===== config.mk =====
export PLATFORM = sky130hd
export DESIGN_NAME = integer_radix_formatter
export DESIGN_NICKNAME = d
export VERILOG_FILES = /design/src/design/irf_pkg.sv /design/src/design/irf_front.sv /design/src/design/irf_queue.sv /design/src/design/irf_digit_div.sv /design/src/design/irf_back.sv /design/src/design/integer_radix_formatter.sv
export SDC_FILE = /design/constraint.sdc
export NUM_CORES = 1
export LEC_CHECK = 0
export ABC_AREA = 1
export BUFFER_PORTS_ARGS = -buffer_cell sky130_fd_sc_hd__buf_4
export CAP_MARGIN = 20
export CORE_MARGIN = 1
export CORE_UTILIZATION = 25
export DETAILED_ROUTE_END_ITERATION = 7
export PLACE_DENSITY = 0.44
export SLEW_MARGIN = 0
export SYNTH_ARGS = -nofsm -noshare
export SYNTH_HDL_FRONTEND = slang
export SYNTH_SLANG_ARGS = --single-unit

===== constraint.sdc =====
create_clock -name i_clk -period 41.1 [get_ports i_clk]
set_input_delay 8.22 -clock i_clk [delete_from_list [all_inputs] [get_ports i_clk]]
set_output_delay 8.22 -clock i_clk [all_outputs]
set_load 0.005 [all_outputs]

===== src/design/irf_pkg.sv =====
package irf_pkg;

    localparam int VALUE_BITS_DEF = 64;
    localparam int MAX_FIELD_DEF  = 60;
    localparam int OUT_LIMIT      = 64;
    localparam int RADIX_MAX      = 16;

    localparam logic [1:0] SIGN_NONE  = 2'd0;
    localparam logic [1:0] SIGN_PLUS  = 2'd1;
    localparam logic [1:0] SIGN_SPACE = 2'd2;
    localparam logic [1:0] SIGN_MINUS = 2'd3;

    localparam logic [7:0] CH_NUL   = 8'h00;
    localparam logic [7:0] CH_SPACE = 8'h20;
    localparam logic [7:0] CH_PLUS  = 8'h2b;
    localparam logic [7:0] CH_MINUS = 8'h2d;
    localparam logic [7:0] CH_ZERO  = 8'h30;
    localparam logic [7:0] CH_UA    = 8'h41;
    localparam logic [7:0] CH_LA    = 8'h61;
    localparam logic [7:0] CH_UX    = 8'h58;
    localparam logic [7:0] CH_LX    = 8'h78;

    typedef struct packed {
        logic              bad;
        logic [4:0]        base;
        logic [5:0]        width;
        logic signed [6:0] prec;
        logic              alt;
        logic              left;
        logic              zfill;
        logic              upper;
        logic [7:0]        sign_ch;
        logic              val_zero;
    } t_desc;

    typedef enum logic [2:0] {
        PH_IDLE,
        PH_DIV,
        PH_PLAN_A,
        PH_PLAN_B,
        PH_EMIT
    } t_phase;

    function automatic logic [7:0] sign_char(input logic [1:0] sel);
        logic [7:0] c;
        case (sel)
            SIGN_NONE:  c = CH_NUL;
            SIGN_PLUS:  c = CH_PLUS;
            SIGN_SPACE: c = CH_SPACE;
            SIGN_MINUS: c = CH_MINUS;
            default:    c = CH_NUL;
        endcase
        return c;
    endfunction

    function automatic logic [7:0] digit_char(input logic [3:0] d, input logic upper);
        logic [7:0] c;
        if (d < 4'd10) begin
            c = CH_ZERO + 8'(d);
        end else begin
            c = (upper ? CH_UA : CH_LA) + 8'(d - 4'd10);
        end
        return c;
    endfunction

endpackage


===== src/design/irf_front.sv =====
module irf_front import irf_pkg::*; #(
    parameter int VALUE_BITS = VALUE_BITS_DEF,
    parameter int MAX_FIELD  = MAX_FIELD_DEF
) (
    input  logic                  i_valid,
    output logic                  o_ready,
    input  logic [63:0]           i_magnitude,
    input  logic [4:0]            i_radix,
    input  logic [5:0]            i_min_width,
    input  logic signed [6:0]     i_digits_min,
    input  logic                  i_alt_form,
    input  logic                  i_left_justify,
    input  logic                  i_zero_fill,
    input  logic                  i_upper_case,
    input  logic [1:0]            i_sign_select,
    input  logic                  i_q_ready,
    output logic                  o_push,
    output logic [VALUE_BITS-1:0] o_value,
    output t_desc                 o_desc
);

    assign o_ready = i_q_ready;
    assign o_push  = i_valid && i_q_ready;
    assign o_value = i_magnitude[VALUE_BITS-1:0];

    always_comb begin
        o_desc          = '0;
        o_desc.bad      = i_radix < 5'd2;
        o_desc.base     = (i_radix > 5'(RADIX_MAX)) ? 5'(RADIX_MAX) : i_radix;
        o_desc.width    = (i_min_width > 6'(MAX_FIELD)) ? 6'(MAX_FIELD) : i_min_width;
        if (i_digits_min[6]) begin
            o_desc.prec = '1;
        end else if (i_digits_min > 7'(MAX_FIELD)) begin
            o_desc.prec = 7'(MAX_FIELD);
        end else begin
            o_desc.prec = i_digits_min;
        end
        o_desc.alt      = i_alt_form;
        o_desc.left     = i_left_justify;
        o_desc.zfill    = i_zero_fill;
        o_desc.upper    = i_upper_case;
        o_desc.sign_ch  = sign_char(i_sign_select);
        o_desc.val_zero = o_value == '0;
    end

endmodule


===== src/design/irf_queue.sv =====
module irf_queue #(
    parameter int W = 8
) (
    input  logic         i_clk,
    input  logic         i_rst_n,
    input  logic         i_push,
    input  logic [W-1:0] i_data,
    output logic         o_ready,
    output logic         o_valid,
    input  logic         i_pop,
    output logic [W-1:0] o_data
);

    logic [W-1:0] r_mem [2];
    logic         r_wp;
    logic         r_rp;
    logic [1:0]   r_cnt;

    assign o_ready = r_cnt != 2'd2;
    assign o_valid = r_cnt != 2'd0;
    assign o_data  = r_mem[r_rp];

    always_ff @(posedge i_clk) begin
        if (!i_rst_n) begin
            r_wp  <= 1'b0;
            r_rp  <= 1'b0;
            r_cnt <= 2'd0;
        end else begin
            if (i_push) begin
                r_wp <= ~r_wp;
            end
            if (i_pop) begin
                r_rp <= ~r_rp;
            end
            r_cnt <= r_cnt + 2'(i_push) - 2'(i_pop);
        end
    end

    always_ff @(posedge i_clk) begin
        if (i_push) begin
            r_mem[r_wp] <= i_data;
        end
    end

endmodule


===== src/design/irf_digit_div.sv =====
module irf_digit_div import irf_pkg::*; #(
    parameter int VALUE_BITS = VALUE_BITS_DEF
) (
    input  logic                  i_clk,
    input  logic                  i_rst_n,
    input  logic                  i_start,
    input  logic [VALUE_BITS-1:0] i_dividend,
    input  logic [4:0]            i_base,
    output logic                  o_done,
    output logic [VALUE_BITS-1:0] o_quot,
    output logic [3:0]            o_rem
);

    localparam int STEP = 4;
    localparam int ITER = (VALUE_BITS + STEP - 1) / STEP;
    localparam int DW   = ITER * STEP;
    localparam int CW   = $clog2(ITER);

    logic [DW-1:0] r_work;
    logic [4:0]    r_rem;
    logic [4:0]    r_base;
    logic [CW-1:0] r_cnt;
    logic          r_busy;
    logic          r_done;
    logic [DW-1:0] n_work;
    logic [4:0]    n_rem;

    always_comb begin
        n_work = r_work;
        n_rem  = r_rem;
        for (int k = 0; k < STEP; k++) begin
            n_rem  = {n_rem[3:0], n_work[DW-1]};
            n_work = {n_work[DW-2:0], 1'b0};
            if (n_rem >= r_base) begin
                n_rem     = n_rem - r_base;
                n_work[0] = 1'b1;
            end
        end
    end

    always_ff @(posedge i_clk) begin
        if (!i_rst_n) begin
            r_busy <= 1'b0;
            r_done <= 1'b0;
            r_cnt  <= '0;
        end else begin
            r_done <= 1'b0;
            if (i_start) begin
                r_busy <= 1'b1;
                r_cnt  <= '0;
            end else if (r_busy) begin
                r_cnt <= r_cnt + CW'(1);
                if (r_cnt == CW'(ITER - 1)) begin
                    r_busy <= 1'b0;
                    r_done <= 1'b1;
                end
            end
        end
    end

    always_ff @(posedge i_clk) begin
        if (i_start) begin
            r_work <= DW'(i_dividend);
            r_rem  <= '0;
            r_base <= i_base;
        end else if (r_busy) begin
            r_work <= n_work;
            r_rem  <= n_rem;
        end
    end

    assign o_done = r_done;
    assign o_quot = r_work[VALUE_BITS-1:0];
    assign o_rem  = r_rem[3:0];

endmodule


===== src/design/irf_back.sv =====
module irf_back import irf_pkg::*; #(
    parameter int VALUE_BITS = VALUE_BITS_DEF
) (
    input  logic                  i_clk,
    input  logic                  i_rst_n,
    input  logic                  i_q_valid,
    output logic                  o_q_pop,
    input  logic [VALUE_BITS-1:0] i_q_value,
    input  t_desc                 i_q_desc,
    output logic                  o_valid,
    input  logic                  i_ready,
    output logic [7:0]            o_char_code,
    output logic                  o_char_valid,
    output logic                  o_last_char,
    output logic                  o_bad_radix
);

    localparam int DEPTH = VALUE_BITS;
    localparam int DCW   = $clog2(VALUE_BITS + 1);
    localparam int SW    = 4 * DEPTH;

    t_phase                r_phase, n_phase;
    t_desc                 r_desc, n_desc;
    logic [SW-1:0]         r_stack, n_stack;
    logic [DCW-1:0]        r_dc, n_dc;
    logic [5:0]            r_lcnt, n_lcnt;
    logic [5:0]            r_zcnt, n_zcnt;
    logic [5:0]            r_rcnt, n_rcnt;
    logic                  r_sign_pend, n_sign_pend;
    logic [1:0]            r_pfx, n_pfx;
    logic [7:0]            r_content, n_content;
    logic [6:0]            r_left, n_left;
    logic                  r_special, n_special;
    logic                  r_ov, n_ov;
    logic [7:0]            r_code, n_code;
    logic                  r_cv, n_cv;
    logic                  r_last, n_last;
    logic                  r_bad, n_bad;

    logic                  div_start;
    logic [VALUE_BITS-1:0] div_in;
    logic [4:0]            div_base;
    logic                  div_done;
    logic [VALUE_BITS-1:0] div_quot;
    logic [3:0]            div_rem;

    logic [7:0]            dc8;
    logic [7:0]            prec8;
    logic [7:0]            zpad8;
    logic [7:0]            width8;
    logic [7:0]            pad8;
    logic [7:0]            total8;
    logic                  slot_free;

    irf_digit_div #(
        .VALUE_BITS (VALUE_BITS)
    ) u_div (
        .i_clk      (i_clk),
        .i_rst_n    (i_rst_n),
        .i_start    (div_start),
        .i_dividend (div_in),
        .i_base     (div_base),
        .o_done     (div_done),
        .o_quot     (div_quot),
        .o_rem      (div_rem)
    );

    assign slot_free = !r_ov || i_ready;

    always_ff @(posedge i_clk) begin
        if (!i_rst_n) begin
            r_phase <= PH_IDLE;
            r_ov    <= 1'b0;
        end else begin
            r_phase <= n_phase;
            r_ov    <= n_ov;
        end
    end

    always_ff @(posedge i_clk) begin
        r_desc      <= n_desc;
        r_stack     <= n_stack;
        r_dc        <= n_dc;
        r_lcnt      <= n_lcnt;
        r_zcnt      <= n_zcnt;
        r_rcnt      <= n_rcnt;
        r_sign_pend <= n_sign_pend;
        r_pfx       <= n_pfx;
        r_content   <= n_content;
        r_left      <= n_left;
        r_special   <= n_special;
        r_code      <= n_code;
        r_cv        <= n_cv;
        r_last      <= n_last;
        r_bad       <= n_bad;
    end

    always_comb begin
        n_phase     = r_phase;
        n_desc      = r_desc;
        n_stack     = r_stack;
        n_dc        = r_dc;
        n_lcnt      = r_lcnt;
        n_zcnt      = r_zcnt;
        n_rcnt      = r_rcnt;
        n_sign_pend = r_sign_pend;
        n_pfx       = r_pfx;
        n_content   = r_content;
        n_left      = r_left;
        n_special   = r_special;
        n_ov        = r_ov && !i_ready;
        n_code      = r_code;
        n_cv        = r_cv;
        n_last      = r_last;
        n_bad       = r_bad;
        o_q_pop     = 1'b0;
        div_start   = 1'b0;
        div_in      = i_q_value;
        div_base    = r_desc.base;
        dc8         = 8'(r_dc);
        prec8       = {r_desc.prec[6], r_desc.prec};
        zpad8       = '0;
        width8      = 8'(r_desc.width);
        pad8        = '0;
        total8      = '0;

        case (r_phase)
            PH_IDLE: begin
                if (i_q_valid) begin
                    o_q_pop     = 1'b1;
                    n_desc      = i_q_desc;
                    n_dc        = '0;
                    n_lcnt      = '0;
                    n_zcnt      = '0;
                    n_rcnt      = '0;
                    n_pfx       = '0;
                    n_sign_pend = 1'b0;
                    n_special   = 1'b0;
                    if (i_q_desc.bad) begin
                        n_special = 1'b1;
                        n_left    = 7'd1;
                        n_phase   = PH_EMIT;
                    end else if (i_q_desc.val_zero && i_q_desc.prec == '0) begin
                        n_phase = PH_PLAN_A;
                    end else begin
                        div_start = 1'b1;
                        div_base  = i_q_desc.base;
                        n_phase   = PH_DIV;
                    end
                end
            end
            PH_DIV: begin
                if (div_done) begin
                    n_stack = {r_stack[SW-5:0], div_rem};
                    n_dc    = r_dc + DCW'(1);
                    if (div_quot == '0 || r_dc == DCW'(DEPTH - 1)) begin
                        n_phase = PH_PLAN_A;
                    end else begin
                        div_start = 1'b1;
                        div_in    = div_quot;
                    end
                end
            end
            PH_PLAN_A: begin
                if (r_desc.alt && r_desc.base == 5'd16 && !r_desc.val_zero) begin
                    n_pfx = 2'd2;
                end
                if (r_desc.alt && r_desc.base == 5'd8 && !(r_dc != '0 && r_desc.val_zero)
                        && $signed(prec8) <= $signed(dc8)) begin
                    prec8 = dc8 + 8'd1;
                end
                if ($signed(prec8) > $signed(dc8)) begin
                    zpad8 = prec8 - dc8;
                end
                n_zcnt      = zpad8[5:0];
                n_sign_pend = r_desc.sign_ch != CH_NUL;
                n_content   = dc8 + 8'(n_pfx) + zpad8 + 8'(n_sign_pend);
                n_phase     = PH_PLAN_B;
            end
            PH_PLAN_B: begin
                if (width8 > r_content) begin
                    pad8 = width8 - r_content;
                end
                if (r_desc.left) begin
                    n_rcnt = pad8[5:0];
                end else if (r_desc.zfill) begin
                    n_zcnt = r_zcnt + pad8[5:0];
                end else begin
                    n_lcnt = pad8[5:0];
                end
                total8    = r_content + pad8;
                n_left    = (total8 > 8'(OUT_LIMIT)) ? 7'(OUT_LIMIT) : total8[6:0];
                n_special = total8 == '0;
                n_phase   = PH_EMIT;
            end
            PH_EMIT: begin
                if (slot_free) begin
                    n_ov = 1'b1;
                    if (r_special) begin
                        n_code  = CH_NUL;
                        n_cv    = 1'b0;
                        n_bad   = r_desc.bad;
                        n_last  = 1'b1;
                        n_phase = PH_IDLE;
                    end else begin
                        n_cv   = 1'b1;
                        n_bad  = 1'b0;
                        n_last = r_left == 7'd1;
                        n_left = r_left - 7'd1;
                        if (r_left == 7'd1) begin
                            n_phase = PH_IDLE;
                        end
                        if (r_lcnt != '0) begin
                            n_code = CH_SPACE;
                            n_lcnt = r_lcnt - 6'd1;
                        end else if (r_sign_pend) begin
                            n_code      = r_desc.sign_ch;
                            n_sign_pend = 1'b0;
                        end else if (r_pfx != '0) begin
                            n_code = (r_pfx == 2'd2) ? CH_ZERO
                                   : (r_desc.upper ? CH_UX : CH_LX);
                            n_pfx  = r_pfx - 2'd1;
                        end else if (r_zcnt != '0) begin
                            n_code = CH_ZERO;
                            n_zcnt = r_zcnt - 6'd1;
                        end else if (r_dc != '0) begin
                            n_code  = digit_char(r_stack[3:0], r_desc.upper);
                            n_stack = r_stack >> 4;
                            n_dc    = r_dc - DCW'(1);
                        end else begin
                            n_code = CH_SPACE;
                            n_rcnt = r_rcnt - 6'd1;
                        end
                    end
                end
            end
            default: begin
                n_phase = PH_IDLE;
            end
        endcase
    end

    assign o_valid      = r_ov;
    assign o_char_code  = r_code;
    assign o_char_valid = r_cv;
    assign o_last_char  = r_last;
    assign o_bad_radix  = r_bad;

endmodule


===== src/design/integer_radix_formatter.sv =====
// printf-style integer formatter: each transaction carries an unsigned magnitude and its
// conversion settings and yields the formatted string one character per output
// transaction, the final one marked by o_last_char; a bad radix or an empty string yields
// a single transaction with o_char_valid low. A short queue decouples input from the
// formatting engine. Digits come from a single divider that retires four quotient bits
// per cycle. An item goes through dispatch, one division per digit, planning, and
// emission of up to 64 characters under output back-pressure, one item at a time.
module integer_radix_formatter import irf_pkg::*; #(
    parameter int VALUE_BITS = VALUE_BITS_DEF,
    parameter int MAX_FIELD  = MAX_FIELD_DEF
) (
    input  logic              i_clk,
    input  logic              i_rst_n,
    input  logic              i_valid,
    output logic              o_ready,
    input  logic [63:0]       i_magnitude,
    input  logic [4:0]        i_radix,
    input  logic [5:0]        i_min_width,
    input  logic signed [6:0] i_digits_min,
    input  logic              i_alt_form,
    input  logic              i_left_justify,
    input  logic              i_zero_fill,
    input  logic              i_upper_case,
    input  logic [1:0]        i_sign_select,
    output logic              o_valid,
    input  logic              i_ready,
    output logic [7:0]        o_char_code,
    output logic              o_char_valid,
    output logic              o_last_char,
    output logic              o_bad_radix
);

    localparam int QW = VALUE_BITS + $bits(t_desc);

    logic                  q_ready;
    logic                  q_push;
    logic                  q_valid;
    logic                  q_pop;
    logic [VALUE_BITS-1:0] f_value;
    t_desc                 f_desc;
    logic [QW-1:0]         q_out;
    logic [VALUE_BITS-1:0] b_value;
    t_desc                 b_desc;

    irf_front #(
        .VALUE_BITS (VALUE_BITS),
        .MAX_FIELD  (MAX_FIELD)
    ) u_front (
        .i_valid        (i_valid),
        .o_ready        (o_ready),
        .i_magnitude    (i_magnitude),
        .i_radix        (i_radix),
        .i_min_width    (i_min_width),
        .i_digits_min   (i_digits_min),
        .i_alt_form     (i_alt_form),
        .i_left_justify (i_left_justify),
        .i_zero_fill    (i_zero_fill),
        .i_upper_case   (i_upper_case),
        .i_sign_select  (i_sign_select),
        .i_q_ready      (q_ready),
        .o_push         (q_push),
        .o_value        (f_value),
        .o_desc         (f_desc)
    );

    irf_queue #(
        .W (QW)
    ) u_queue (
        .i_clk   (i_clk),
        .i_rst_n (i_rst_n),
        .i_push  (q_push),
        .i_data  ({f_value, f_desc}),
        .o_ready (q_ready),
        .o_valid (q_valid),
        .i_pop   (q_pop),
        .o_data  (q_out)
    );

    assign b_value = q_out[QW-1 -: VALUE_BITS];
    assign b_desc  = t_desc'(q_out[$bits(t_desc)-1:0]);

    irf_back #(
        .VALUE_BITS (VALUE_BITS)
    ) u_back (
        .i_clk        (i_clk),
        .i_rst_n      (i_rst_n),
        .i_q_valid    (q_valid),
        .o_q_pop      (q_pop),
        .i_q_value    (b_value),
        .i_q_desc     (b_desc),
        .o_valid      (o_valid),
        .i_ready      (i_ready),
        .o_char_code  (o_char_code),
        .o_char_valid (o_char_valid),
        .o_last_char  (o_last_char),
        .o_bad_radix  (o_bad_radix)
    );

    // error transaction stands alone
    a_bad_alone: assert property (@(posedge i_clk) disable iff (!i_rst_n)
        o_valid && o_bad_radix |-> o_last_char && !o_char_valid)
        else $error("bad radix result not a lone empty transaction");

    a_empty_last: assert property (@(posedge i_clk) disable iff (!i_rst_n)
        o_valid && !o_char_valid |-> o_last_char && o_char_code == CH_NUL)
        else $error("empty result not final or carries a code");

    a_no_push_full: assert property (@(posedge i_clk) disable iff (!i_rst_n)
        q_push |-> q_ready)
        else $error("push into full queue");

endmodule


== Word-level counts from Yosys, hierarchy flattened ==
Memories as Yosys holds them, arrays and structs flattened. A register that Yosys moved wholly into a read port is not among the register bits.
Cells that the tools add are included.
Storage, ports and cells
  output and inout port bits: 13
  bits in writable memories: 192
  flip-flop bits (word level): 424
  memories kept: 1
  word-level logic and storage cells: 282
Memory list
  u_queue.r_mem: words 2, bits a word 96, rd ports 1, clocked after Yosys merged registers in 1, write ports 1, RTL line irf_queue.sv:14  | logic [W-1:0] r_mem [2];
Operators by class
  add/subtract/negate cells: 24
  $lt $le $gt $ge: 13
  multiplexer cells: 123
  reduce and logical (&&, ||, !) cells: 49
  eq/ne operators: 33
  bitwise operators: 4
Operator list (count)
  $mux W256: 8
  $pmux W256 S2: 1
  $mux W64: 5
  $logic_not A64 Y1: 2
  $mux W6: 19
  $mux W7: 15
  $mux W8: 12
  $pmux W7 S3: 2
  $pmux W8 S4: 1
  $mux W1: 28
  $mux W5: 5
  $add A8 B8 Y8: 3
  $pmux W6 S4: 1
  $ne A2 B2 Y1 const B: 11
  $mux W3: 7
  $ge A5 B5 Y1: 4
  $reduce_and A10 Y1: 2
  $mux W2: 9
  $pmux W6 S3: 1
  $mux W4: 4
  $sub A4 B4 Y4: 4
  $pmux W3 S5: 1
  $reduce_and A5 Y1: 3
  $ne A2 B1 Y1 const B: 7
  58 further kinds: 91

== Longest topological paths before layout ==
Gate-level depths: netlist of the first run.
  depth in word-level cells: 12
  depth in mapped cells: 40
  mapped depth without buffers: 40

== By module ==
From an unflattened synthesis of the first run, not the netlist that was laid out.
Second synthesis, totals
  cells, all modules: 3045
  area total of the unflattened synthesis: 30727.0 µm²
Modules (own cells, without submodules)
  irf_back: cells each 2059, times used 1, area each 18151.2 µm²
  irf_queue: cells each 332, times used 1, area each 7353.3 µm²
  irf_digit_div: cells each 461, times used 1, area each 4167.7 µm²
  irf_front: cells each 193, times used 1, area each 1054.8 µm²

== Worst setup path before layout of the first run ==
OpenSTA, ideal clock, no wires.
  path type: in2reg
  from: in i_ready
  to: reg u_back.r_stack[0], enable pin
  stages on the path: 6
  buffers on the path: 0
  path slack: 7.326 ns
  data required time: 39.602 ns
  data arrival time: 32.277 ns
  path through: nor2_1 inv_1 nor2_1 inv_1 nand2_1 nor4_1
On the way
  longest elaborated chain between the ends: 3
RTL lines
  start: declaration: RTL line integer_radix_formatter.sv:26  | input logic i_ready,
  $logic_or A1 B1 Y1: RTL line irf_back.sv:68  | assign slot_free = !r_ov || i_ready;
  $ne A2 B1 Y1 (no source line)
  $reduce_and A9 Y1 (no source line)
  end signal: assignment: RTL line irf_back.sv:82  | r_stack <= n_stack;
  end: declaration: RTL line irf_back.sv:24  | logic [SW-1:0] r_stack, n_stack;
Every way passes these cells.
A chain may end at the register's enable or synchronous reset.

== Final worst setup path of the first run ==
  from: in i_ready
  to: reg u_back.r_stack[217], enable pin
The elaborated chain is that of the path after synthesis.

==> results by group, run 1 <==
Floorplanning
  • I/O pin cnt: 105
  • Core area: 0.111 mm2
  • Die width: 337 um
  • Row count: 122
  • Initial Utilization: 0.252
  • Die height: 337 um
  • DIE AREA: 0.113 mm2

Global routing
  • GRT overflow: 0
  • Initial antenna violation count: 5
  • Vias in the first global route: 18294
  • GRT Util Overall: 0.111
  • First-pass GRT wire length: 100000 um
  • Largest net degree at the start of global routing: 223

Clocking
  • H-tree depth: 3
  • Clk root buf: clkbuf_16
  • Setup bufs post-CTS: 0
  • Post-CTS Hold Buffers: 0
  • Cts bufs inserted: 73
  • Resized Gates After CTS: 0
  • Clock slew at reported path FFs: 0.05 ns
  • CTS tree: yes
  • Clock sink count: 605
  • Worst-Skew Late Latency: 0.62 ns
  • Clk buf depth: 3

Layout
  • Layout cells sized above 1: 0.0869
  • Area grow syn2layout: 16.5%
  • Antenna cells: 0
  • Finished Cell Area: 0.0326 mm2
  • Fin nets: 3035

Run status
  • Status: complete, no violations

Timing
  • Period minus WS final: 10.79 ns
  • Tightest Pin Transition: 1.11 ns
  • Skew final: 0.0294 ns
  • Fmax: 92.6 MHz
  • Hold Vio Cnt, Final: 0
  • Pins Over Slew Limit: 0
  • Final period util: 0.263
  • Setup_tns: 0 ns
  • Max-slew headroom: 0.257
  • Setup Viol. Count Final: 0
  • RSZ-0062 raised after global routing: no

Drt
  • First drt pass iteration count: 5
  • Via density: 4.26
  • Post-route DRC violation count: 0
  • Vias: 18687
  • Final wirelength: 62800 um
  • Drt initial violations: 1215
  • Routed len/inst: 14.3 um
  • Post-DRT Antenna Nets: 0

Yosys
  • Register bit count reported by yosys: 605
  • Post-synth EDFFs: 586
  • Synthesized area: 0.0280 mm2
  • Post-synthesis cell count: 2753
  • Top cells by count, synth: nand2_1 (1126), edfxtp_1 (586), nor2_1 (187)
  • Synth area leaders: edfxtp_1 (63%), nand2_1 (15%), ha_1 (3.8%)
  • Synth async-reset ratio: 0
  • Share of Yosys cell area claimed by the top area cell type: 0.629
  • Post-synthesis sequential area ratio: 0.643
  • Synth Area per Inst: 10.2 um2
  • Yosys warning total: 0
  • Predominant post-synthesis flop cell: edfxtp_1
  • Cell variety after synth: 43
  • Synthesized Nets: 2942
  • Most numerous cell in the Yosys netlist: nand2_1
  • Synth area leader: edfxtp_1

Pwr
  • PwrDens: 84.1 mW/mm2
  • Leakage power: 13.1 nW
  • Peak supply drop: 0.0000503 V

Setup path
  • Capture point of the worst reg-to-reg path: u_back.u_div.o_quot[0]$_DFFE_PP_
  • Reg2Reg Setup Slack: 34.45 ns
  • Crit-path max FO: 177
  • CP Launch Type: input pin
  • Crit path capture type: register
  • Worst Path Required: 41.32 ns
  • Worst Path Arrival: 11.02 ns
  • Worst-case reg-to-reg path depth: 35
  • Worst setup path class: input pin to register
  • Worst R2R Start: u_back.u_div.r_base[1]$_DFFE_PP_

Placement
  • GP Congestion: 0.746
  • Final HPWL from detailed placement: 39700 um
  • Cell Area, Placed: 0.0304 mm2
  • Input/output buffers: 104

Run
  • Max-Cap Viols: 0

Hold path
  • Min-delay src: u_queue.r_rp$_SDFFE_PN0P_
  • Worst hold path type: register to register
  • Hold depth: 1
==> worst max-delay path by stage <==
stage / startpoint / end / slack, ns / cells past startpoint
floorplan: i_ready / u_back.r_stack[0]$_DFFE_PP_ / 7.33 / 6
global placement: i_ready / u_back.r_stack[109]$_DFFE_PP_ / 29.72 / 9
detailed placement: i_ready / u_back.r_stack[105]$_DFFE_PP_ / 29.73 / 9
CTS: i_ready / u_back.r_stack[197]$_DFFE_PP_ / 30.41 / 9
global route: i_ready / u_back.r_stack[197]$_DFFE_PP_ / 30.19 / 9
finish: i_ready / u_back.r_stack[217]$_DFFE_PP_ / 30.31 / 9
==> cell type report <==
cell class / instances / area [um2]
tap: 1488 / 1860
inverter: 191 / 724
clock inverter: 30 / 220
timing repair buffer: 123 / 946
sequential: 605 / 18000
fill: 11638 / 78200
multi-input combinational: 1852 / 8890
clock buffer: 98 / 1970
==> cell families (layout without fill, tap and decap cells) <==
family,count (synthesis),in the layout,share of synthesized area
AOI/OAI and AO/OA,237,237,0.0479
xor gates and xnor gates,35,35,0.0110
adders and majority gates,97,97,0.0466
buffers and inverters,296,442,0.0411
DFF,605,605,0.643
and+or+nand+nor,1483,1483,0.211
==> where the power goes <==
part	leakage [nW]	total, mW	internal, mW	switching, mW
registers	5.62	1.13	1.01	0.112
clock network	1.08	0.600	0.344	0.256
logic	6.42	1.02	0.333	0.683
==> state kept, by name (all words and copies together) (netlist names), 7 cells and up, named ones only <==
signal / count
u_back.u_div.o_quot: 64
u_back.r_content: 8
u_back.r_stack: 256
u_back.o_char_code: 8
u_back.r_left: 7
u_back.r_desc: 28
u_queue.r_mem: 184
u_back.r_dc: 7
==> worst max-delay path, cell delays in order <==
cell and delay [ns]:
buf_4 0.08, nor2_1 0.11, inv_1 0.10, nor2_1 0.09, inv_1 0.12, nand2_1 0.07
nor4_2 0.32, buf_12 0.63, buf_4 0.91
==> layer usage <==
| layer | GRT usage | wire (um) |
|---|---|---|
| met5 | 0 | 57 |
| met3 | 0.0236 | 2790 |
| met1 | 0.155 | 31000 |
| met2 | 0.174 | 27700 |
| met4 | 0.0319 | 1220 |
==> cell usage in the layout (no fill, tap or decap), drive strengths merged, types with 25 or more instances in the layout <==
cell / instances
nand2: 1128
edfxtp: 586
inv: 193
nor2: 188
buf: 123
clkbuf: 98
ha: 85
o21ai: 82
a31oi: 67
a21oi: 59
nand3: 54
nand4: 38
clkinv: 27
xor2: 26
nor4: 25
==> through the flow <==
stage | instances | util | power, mW | hold WS (ns) | setup WS [ns]
global route | 4387 | 0.294 | 2.99 | 0.464 | 30.19
detailed placement | 4258 | 0.274 | 2.18 | 0.431 | 29.73
CTS | 4386 | 0.294 | 2.80 | 0.442 | 30.41
floorplan | 2753 | - | 1.97 | 0.426 | 7.33
finish | 4387 | 0.294 | 2.74 | 0.447 | 30.31
global placement | 4258 | 0.274 | 2.18 | 0.426 | 29.72
No activity file was read; power rests on OpenSTA's default activity.
==> inputs of run 2 (changes only) <==
--- a/config.mk
+++ b/config.mk
@@ -5,7 +5,7 @@
 export SDC_FILE = /design/constraint.sdc
 export NUM_CORES = 1
 export LEC_CHECK = 0
-export ABC_AREA = 1
+export ABC_AREA = 0
 export BUFFER_PORTS_ARGS = -buffer_cell sky130_fd_sc_hd__buf_4
 export CAP_MARGIN = 20
 export CORE_MARGIN = 1
==> constraint.sdc (replaced) <==
create_clock -name i_clk -period 11.2 [get_ports i_clk]
set_input_delay 2.24 -clock i_clk [delete_from_list [all_inputs] [get_ports i_clk]]
set_output_delay 2.24 -clock i_clk [all_outputs]
set_load 0.005 [all_outputs]
==> results by group, run 2 <==
Yosys
  • Synth area leader: edfxtp_1 (unchanged)
  • Register bit count reported by yosys: 605 (unchanged)
  • Synth async-reset ratio: 0 (unchanged)
  • Post-synthesis cell count: 2450 (was 2753)
  • Predominant post-synthesis flop cell: edfxtp_1 (unchanged)
  • Synth area leaders: edfxtp_1 (63%), nand2_1 (11%), ha_1 (3.8%) (was edfxtp_1 (63%), nand2_1 (15%), ha_1 (3.8%))
  • Share of Yosys cell area claimed by the top area cell type: 0.628 (was 0.629)
  • Synthesized area: 0.0280 mm2 (about the same)
  • Synthesized Nets: 2639 (was 2942)
  • Cell variety after synth: 66 (was 43)
  • Most numerous cell in the Yosys netlist: nand2_1 (unchanged)
  • Synth Area per Inst: 11.4 um2 (was 10.2 um2)
  • Top cells by count, synth: nand2_1 (808), edfxtp_1 (586), nor2_1 (136) (was nand2_1 (1126), edfxtp_1 (586), nor2_1 (187))
  • Post-synth EDFFs: 586 (unchanged)
  • Yosys warning total: 0 (unchanged)
  • Post-synthesis sequential area ratio: 0.641 (was 0.643)

Placement
  • Cell Area, Placed: 0.0305 mm2 (was 0.0304 mm2)
  • GP Congestion: 0.780 (was 0.746)
  • Input/output buffers: 104 (unchanged)
  • Place WS: 3.95 ns (was 29.73 ns)
  • Final HPWL from detailed placement: 41400 um (was 39700 um)

Drt
  • Routed len/inst: 15.5 um (was 14.3 um)
  • Post-route DRC violation count: 0 (unchanged)
  • Vias: 17991 (was 18687)
  • First drt pass iteration count: 7 (was 5)
  • Final wirelength: 63200 um (was 62800 um)
  • Drt initial violations: 1347 (was 1215)
  • Post-DRT Antenna Nets: 0 (unchanged)
  • Via density: 4.40 (was 4.26)

Floorplanning
  • Core area: 0.111 mm2 (about the same)
  • I/O pin cnt: 105 (unchanged)
  • Initial Utilization: 0.253 (was 0.252)
  • Die width: 337 um (about the same)
  • DIE AREA: 0.113 mm2 (about the same)
  • Die height: 337 um (about the same)
  • Row count: 122 (unchanged)

Global routing
  • First-pass GRT wire length: 101000 um (was 100000 um)
  • Initial antenna violation count: 0 (was 5)
  • Largest net degree at the start of global routing: 233 (was 223)
  • GRT overflow: 0 (unchanged)
  • Vias in the first global route: 18003 (was 18294)
  • GRT Util Overall: 0.111 (about the same)

Clocking
  • Clock slew at reported path FFs: 0.06 ns (was 0.05 ns)
  • Setup bufs post-CTS: 0 (unchanged)
  • Resized Gates After CTS: 0 (unchanged)
  • Cts bufs inserted: 71 (was 73)
  • CTS tree: yes (unchanged)
  • Clk buf depth: 3 (unchanged)
  • Worst-Skew Late Latency: 0.63 ns (was 0.62 ns)
  • Clock sink count: 605 (unchanged)
  • Post-CTS Hold Buffers: 0 (unchanged)
  • H-tree depth: 3 (unchanged)
  • Clk root buf: clkbuf_16 (unchanged)

Setup path
  • CP Launch Type: register (was input pin)
  • Most used cell, CP: ha_1
  • Worst Path Arrival: 7.73 ns (was 11.02 ns)
  • Crit path capture type: register (unchanged)
  • Crit-path max FO: 10 (was 177)
  • Critical Path Max Stage Delay: 0.68 ns (was 0.91 ns)
  • Worst Path Required: 11.72 ns (was 41.32 ns)
  • Worst setup path class: register to register (was input pin to register)
  • Worst path top cell family by delay: compound AO/OA/AOI/OAI gates (was buffers and inverters)
  • Slowest CP cell: o21ai_1 (was buf_4)
  • Buf/Inv on CP: 4 (was 5)

Timing
  • Setup Viol. Count Final: 0 (unchanged)
  • Fmax: 139 MHz
  • Pins Over Slew Limit: 0 (unchanged)
  • Worst setup margin: 3.99 ns (was 30.31 ns)
  • Hold Slack: 0.518 ns (was 0.447 ns)
  • Skew final: 0.0377 ns (was 0.0294 ns)
  • Final period util: 0.644
  • Setup_tns: 0 ns (unchanged)
  • RSZ-0062 raised after global routing: no (unchanged)
  • Tightest Pin Transition: 1.11 ns (about the same)
  • Max-slew headroom: 0.263 (was 0.257)
  • Hold Vio Cnt, Final: 0 (unchanged)
  • Period minus WS final: 7.21 ns

Pwr
  • Internal power: 5.91 mW (was 1.69 mW)
  • Leakage power: 12.2 nW (was 13.1 nW)
  • Peak supply drop: 0.000227 V (was 0.0000503 V)
  • Combinational power share: 0.384 (was 0.370)
  • Clock power share: 0.249 (was 0.219)
  • Sequential share of power: 0.367 (was 0.411)
  • PwrDens: 284 mW/mm2 (was 84.1 mW/mm2)
  • Sw Share: 0.366 (was 0.383)
  • P_sw: 3.41 mW (was 1.05 mW)

Layout
  • Biggest register: u_back.r_stack (unchanged)
  • Fin nets: 2735 (was 3035)
  • Finished Cell Area: 0.0329 mm2 (was 0.0326 mm2)
  • Most frequent cells in the layout: nand2_1 (807), edfxtp_1 (586), nor2_1 (135), buf_4 (117), a21oi_1 (106) (was nand2_1 (1126), edfxtp_1 (586), inv_1 (185), nor2_1 (183), buf_4 (120))
  • Number of flip-flops in the largest register: 256 (unchanged)
  • Antenna cells: 0 (unchanged)
  • Layout cells sized above 1: 0.109 (was 0.0869)
  • Final Util: 0.296 (was 0.294)
  • Area grow syn2layout: 17.3% (was 16.5%)
  • Commonest non-fill, non-tap cell in the layout: nand2_1 (unchanged)

Run status
  • Status: complete, no violations (unchanged)

Run
  • Max-Cap Viols: 0 (unchanged)

Hold path
  • Worst hold path type: register to register (unchanged)
[run 2: cell types whose count changed after synthesis, sizes merged, moves of 40 or more]
cell	before	now
nor2	188	136
inv	190	73
a31oi	67	6
mux2i	0	72
a21oi	59	108
nand2	1128	808
o21ai	82	42
[run 2: area by class of cell]
| class | count | area, um2 |
|---|---|---|
| clock buffer | 81 | 1880 |
| timing repair buffer | 124 | 961 |
| tap | 1488 | 1860 |
| clock inverter | 43 | 458 |
| multi-input combinational | 1670 | 9440 |
| fill | 11325 | 78100 |
| sequential | 605 | 18000 |
| inverter | 74 | 285 |
[run 2: through the flow]
| stage | total power, mW | instances |
|---|---|---|
| after floorplan | 6.07 | 2450 |
| after global placement | 6.99 | 3955 |
| after detailed placement | 7.07 | 3959 |
| after CTS | 9.47 | 4083 |
| after global routing | 10.1 | 4085 |
| final | 9.32 | 4085 |
[run 2: worst min-delay path: stages (launching register included)]
cell and delay (ns):
dfxtp_1 0.32, xnor2_1 0.09, nor2_1 0.08
[run 2: logic make-up (layout without fill, tap and decap cells)]
group	count (synthesis)	count (layout)	synth area share
buffers and inverters	175	322	0.0238
DFF	605	605	0.641
and+or+nand+nor	1144	1144	0.171
AOI/OAI and AO/OA	265	265	0.0595
xor gates and xnor gates	57	57	0.0178
muxes	107	107	0.0398
adders and majority gates	97	97	0.0465
[run 2: final timing paths]
path | start | end | slack [ns] | cells past startpoint
max | u_back.u_div.r_base[1]$_DFFE_PP_ | u_back.u_div.r_rem[3]$_SDFFE_PP0P_ | 3.99 | 27
min | u_queue.r_rp$_SDFFE_PN0P_ | u_queue.r_rp$_SDFFE_PN0P_ | 0.52 | 2
max reg2reg | u_back.u_div.r_base[1]$_DFFE_PP_ | u_back.u_div.r_rem[3]$_SDFFE_PP0P_ | 3.99 | 27
min reg2reg | u_queue.r_rp$_SDFFE_PN0P_ | u_queue.r_rp$_SDFFE_PN0P_ | 0.52 | 2
[run 2: metal layers]
metal  wire length [um]  GRT usage
met1              31400      0.158
met2              27900      0.171
met3               2650     0.0200
met4               1330     0.0329
met5                  0          0
[run 2: power by group through the flow]
stage / logic [mW] / registers [mW] / clock network (mW)
2_1_floorplan: 2.72 / 3.34 / 0
3_3_place_gp: 3.53 / 3.46 / 0
3_5_place_dp: 3.60 / 3.47 / 0
4_1_cts: 3.63 / 3.42 / 2.41
5_1_grt: 4.10 / 3.46 / 2.49
6_report: 3.58 / 3.42 / 2.32
